`config.mk`:
```
export PLATFORM = sky130hd
export DESIGN_NAME = dmh_ctrl
export DESIGN_NICKNAME = d
export VERILOG_FILES = /design/src/sv/dmh_pkg.sv /design/src/sv/dmh_ctrl.sv
export SDC_FILE = /design/constraint.sdc
export NUM_CORES = 1
export LEC_CHECK = 0
export BUFFER_PORTS_ARGS = -buffer_cell sky130_fd_sc_hd__buf_2
export CORE_AREA = 3 3 40 42
export CTS_CLUSTER_SIZE = 28
export DETAILED_ROUTE_END_ITERATION = 7
export DIE_AREA = 0 0 43 45
export GPL_TIMING_DRIVEN = 0
export PLACE_DENSITY = 0.52
export REMOVE_ABC_BUFFERS = 1
export SYNTH_ARGS = -nofsm -noshare
export SYNTH_HDL_FRONTEND = slang
export SYNTH_SLANG_ARGS = --single-unit
```
`constraint.sdc`:
```
create_clock -name clk -period 1.3 [get_ports clk]
set_input_delay 0.26 -clock clk [delete_from_list [all_inputs] [get_ports clk]]
set_output_delay 0.26 -clock clk [all_outputs]
set_load 0.05 [all_outputs]
```
`src/sv/dmh_pkg.sv`:
```
// package for the deadline min-heap: widths, codes, beat types, controller states, datapath commands and status
// no dependencies
`default_nettype none
package dmh_pkg;
  localparam int CAPACITY_DEF = 64;
  localparam int DL_BITS_DEF = 64;
  localparam int NUM_IDS = 64;
  localparam int ID_W = 6;
  localparam int IN_DL_W = 64;
  localparam int OCC_W = 7;

  typedef enum logic [1:0] {
    ACT_ADD = 2'd0,
    ACT_REMOVE = 2'd1,
    ACT_POP = 2'd2,
    ACT_NOP = 2'd3
  } action_t;

  typedef enum logic [1:0] {
    ST_OK = 2'd0,
    ST_FULL = 2'd1,
    ST_ABSENT = 2'd2,
    ST_PRESENT = 2'd3
  } status_t;

  // request and result beats
  typedef struct packed {
    logic [1:0] action;
    logic [ID_W-1:0] timer_id;
    logic [IN_DL_W-1:0] new_deadline;
  } timer_req_t;

  typedef struct packed {
    logic [1:0] status;
    logic new_at_root;
    logic top_valid;
    logic [ID_W-1:0] top_id;
    logic [IN_DL_W-1:0] top_deadline;
    logic [OCC_W-1:0] occupancy;
  } timer_rsp_t;

  typedef enum logic [3:0] {
    S_IDLE,
    S_CHECK,
    S_RD_LAST,
    S_LAST_WAIT,
    S_UP_RD,
    S_UP_CMP,
    S_DN_RD,
    S_DN_CMP,
    S_PLACE,
    S_TOP_RD,
    S_TOP_WAIT,
    S_OUT
  } state_t;

  // datapath commands
  typedef enum logic [3:0] {
    C_NONE,
    C_LATCH,
    C_CHECK,
    C_RD_LAST,
    C_TAKE_LAST,
    C_UP_RD,
    C_UP_CMP,
    C_DN_RD,
    C_DN_CMP,
    C_PLACE,
    C_TOP_RD,
    C_TOP_TAKE
  } cmd_t;

  typedef struct packed {
    logic err;        // check found an error
    logic done_early; // nothing to sift (pop/remove of last slot, or nop)
    logic go_up;      // sift up
    logic stop;       // sift read/compare: stop here
  } dp_status_t;
endpackage
`default_nettype wire

```
`src/sv/dmh_ctrl.sv`:
```
// controller for the deadline min-heap: sequences check, sift and result
// depends on dmh_pkg
`default_nettype none
module dmh_ctrl (
  input wire logic clk,
  input wire logic rst,
  input wire logic in_valid,
  output logic in_ready,
  output logic out_valid,
  input wire logic out_ready,
  input wire dmh_pkg::dp_status_t st,
  output dmh_pkg::cmd_t cmd
);
  import dmh_pkg::*;
  state_t state, state_next;

  always_ff @(posedge clk) begin
    if (rst) state <= S_IDLE;
    else state <= state_next;
  end

  always_comb begin
    state_next = state;
    cmd = C_NONE;
    in_ready = 1'b0;
    out_valid = 1'b0;
    case (state)
      S_IDLE: begin
        in_ready = 1'b1;
        if (in_valid) begin
          cmd = C_LATCH;
          state_next = S_CHECK;
        end
      end
      S_CHECK: begin
        cmd = C_CHECK;
        if (st.err || st.done_early) state_next = S_TOP_RD;
        else if (st.go_up) state_next = S_UP_RD;
        else state_next = S_RD_LAST;
      end
      S_RD_LAST: begin
        cmd = C_RD_LAST;
        state_next = S_LAST_WAIT;
      end
      S_LAST_WAIT: begin
        cmd = C_TAKE_LAST;
        state_next = st.go_up ? S_UP_RD : S_DN_RD;
      end
      S_UP_RD: begin
        cmd = C_UP_RD;
        state_next = st.stop ? S_PLACE : S_UP_CMP;
      end
      S_UP_CMP: begin
        cmd = C_UP_CMP;
        state_next = st.stop ? S_PLACE : S_UP_RD;
      end
      S_DN_RD: begin
        cmd = C_DN_RD;
        state_next = st.stop ? S_PLACE : S_DN_CMP;
      end
      S_DN_CMP: begin
        cmd = C_DN_CMP;
        state_next = st.stop ? S_PLACE : S_DN_RD;
      end
      S_PLACE: begin
        cmd = C_PLACE;
        state_next = S_TOP_RD;
      end
      S_TOP_RD: begin
        cmd = C_TOP_RD;
        state_next = S_TOP_WAIT;
      end
      S_TOP_WAIT: begin
        cmd = C_TOP_TAKE;
        state_next = S_OUT;
      end
      S_OUT: begin
        out_valid = 1'b1;
        if (out_ready) state_next = S_IDLE;
      end
      default: state_next = S_IDLE;
    endcase
  end
endmodule
`default_nettype wire

```
==> flow_metrics.tcl <==
set metrics [dict create \
    synth_top_cell_area_share_pct 20.8 \
    reg_top3 "state x4" \
    violations_in_the_final_reports "setup timing" \
    std_cell_rows 13 \
    holdPathStages 2 \
    type_of_the_worst_setup_path "flip-flop to primary output" \
    instances_no_fill 86 \
    yosys-top-cells-area "dfxtp_1, nor2_1, a21oi_1, nand3b_1, nand2_1" \
    ys_dominant_reg_cell "dfxtp_1" \
    area_growth_from_synthesis_to_layout_pct 56.0 \
    drt_iter0_markers 1 \
    synth_seq_cells 4 \
    worst_setup_hold_path_clk_slew_ns 0.04 \
    cts_max_level 1 \
    io-pin-count 14 \
    tritoncts "yes" \
    layout-drive-gt1-share_pct 56.3 \
    worstSetupEndpointType "primary output" \
    grt_antenna_before_repair 0 \
    die_area_sq_um 1940 \
    ctsLongestPathBuffers 2 \
    max-vdd-ir-drop_mv 0.537 \
    antennaDiodeCount 0 \
    critical_path_arrival_ns 1.17 \
    max_stage_delay_ns 0.37 \
    routedWlPerCell_um 12.2 \
    totalWireLength_um 1050 \
    globalRouteTotalUtil_pct 12.1 \
    status "finished with violations" \
    worst_r2r_endpoint "state[2]" \
    antenna_violating_nets_post_route 0 \
    start_util_pct 29.9 \
    grt_setup_unrepaired "true" \
    layout_min_cycle_time_ns 1.43 \
    num_vias 433 \
    top_signal_layer_used "met4" \
    biggest_fanout_along_the_worst_timing_path 9 \
    timing.hold.worst.class "input port to flip-flop" \
    post_synth_inst_count 51 \
    whs_endpoint "state[0]" \
    io_buffers 13 \
    cts.sinks 4 \
    critical_path_cell_by_cell "and2_4 -> xnor2_1 -> nor2_1 -> buf_4" \
    ys_warn_count 0 \
    dpl_cells 75 \
    postCtsHoldBufs 0 \
    min_period_over_period_pct 110 \
    synth_most_common_cell "nor2_1" \
    worstSetupStartpointType "flip-flop" \
    dp_worst_setup_slack_ns -0.276 \
    synthDistinctLibCells 27 \
    worst_min_delay_path_startpoint "rst" \
    clock-skew-final_ns 0.000422 \
    netlist.top_cell.by_area "dfxtp_1" \
    detail_route.drc_violations 0 \
    p_leak_nw 0.235 \
    drt-pass1-iter-count 3 \
    biggest_register "state" \
    layout_setup_ws_ns -0.126 \
    worst-r2r-setup-slack_ns -0.06 \
    crit_required_ns 1.04 \
    synth_area_sq_um 384 \
    seq_area_frac_synth_pct 20.8 \
    routed_metal_1_wirelength_um 479 \
    grt_first_pass_wirelength_um 1750 \
    hpwlAfterDp_um 649 \
    clock-root-buffer "clkbuf_4" \
    coreArea_sq_um 1280 \
    wl_met3_um 42 \
    worst-slew-pin-transition_ns 0.256 \
    synth-async-reset-ratio_pct 0 \
    synth_common_cells "nor2_1, a21oi_1, nand2_1" \
    p_per_area_nw_per_um2 1250 \
    setup_viol 9 \
    maxSlewHeadroom_pct 82.9 \
    dieWidth_um 43 \
    critical_path.slowest_cell "dfxtp_4" \
    flip_flop_count_of_the_largest_register_after_layout 4 \
    gp_congestion 0.677 \
    via_count_of_the_first_global_routing_pass 401 \
    timing_max_transition_violations_final 0 \
    vias_per_cell 5.03 \
    cts_inserted_buffers 3 \
    syn_area_per_cell_sq_um 7.53 \
    die_h_um 45 \
    synth_enable_flop_cells 0 \
    grt_overflow 0 \
    clock_latency_ns 0.23 \
    hold_violations 0 \
    fmaxAchievable_mhz 701 \
    critical_path.reg2reg.startpoint "state[1]" \
    finalNetCount 81 \
    worst_reg2reg_path_length_in_cells 4 \
    finish.utilization_pct 46.6 \
    met2_wirelength_um 516 \
    grt_start_max_net_pins 17 \
    max-cap-violations 0 \
]
worst max-delay path, delay by kind of cell, from the launching register on:
family / cells / cell delay [ns]
xor gates and xnor gates: 1 / 0.11
and+or+nand+nor: 2 / 0.25
buffers and inverters: 1 / 0.20
DFF: 1 / 0.37
logic make-up after synthesis:
group,count (synthesis),synth area share [%]
AOI/OAI and AO/OA,16,30.3
DFF,4,20.8
and+or+nand+nor,25,37.5
xor gates and xnor gates,2,4.56
buffers and inverters,4,6.84
layout by cell type (no fill, tap or decap), drive strengths merged:
cell type,Yosys,routed
nand2,5,5
buf,2,21
clkbuf,2,3
a31oi,1,1
o21a,1,1
nor3b,1,1
a211oi,1,1
o221ai,1,1
xnor2,2,2
o221a,1,1
o211ai,1,1
or4b,1,1
a21oi,6,6
nor3,1,1
and2,2,2
nor4,1,1
nor2,8,8
o21ai,3,3
o21bai,1,1
nand3b,3,3
dfxtp,4,4
or2b,1,1
nor2b,2,2
routing by layer:
metal  vias to the layer above  GRT usage, %
met1                       192          15.3
li1                        225             -
met3                         2          1.20
met5                         -             0
met4                         0          7.23
met2                        14          19.8
stage by stage:
| stage | area, sq um | TNS (ns) | total power, mW | hold slack, ns |
|---|---|---|---|---|
| floorplan | 358 | -4.58 | 0.419 | 0.322 |
| global placement | 442 | -1.71 | 0.492 | 0.486 |
| detailed placement | 442 | -1.66 | 0.493 | 0.487 |
| CTS | 569 | -0.773 | 0.735 | 0.236 |
| global route | 599 | -1.24 | 0.796 | 0.237 |
| finish | 599 | -0.729 | 0.750 | 0.238 |
worst max path at each step:
stage	from	end	slack, ns	depth (start not counted)
after floorplan	state[0]	state[0]	-1.01	4
after global placement	state[0]	cmd[3]	-0.28	4
final	state[0]	cmd[2]	-0.13	4
after global routing	state[1]	state[2]	-0.18	4
after detailed placement	state[0]	cmd[3]	-0.28	4
after CTS	state[0]	cmd[2]	-0.13	4
report_power, final:
group	internal (mW)	switching [mW]	leakage, nW
sequential	0.143	0.0410	0.0356
clock	0.103	0.0522	0.0138
combinational	0.180	0.231	0.185
total	0.426	0.324	0.235
what timing repair did:
item / in CTS / in global routing
setup buffers: 6 / 2
gates resized for setup: 23 / 6
gates cloned: 0 / 0
pin swaps: 3 / 3
endpoints found under the setup margin: 9 / 9
layout make-up:
type | instances | area (sq um)
Multi-Input combinational cell | 43 | 304
Tap cell | 15 | 18.8
Clock buffer | 3 | 22.5
Sequential cell | 4 | 95.1
Timing Repair Buffer | 21 | 159
Fill cell | 141 | 686
Power figures use the tool's default switching activity.
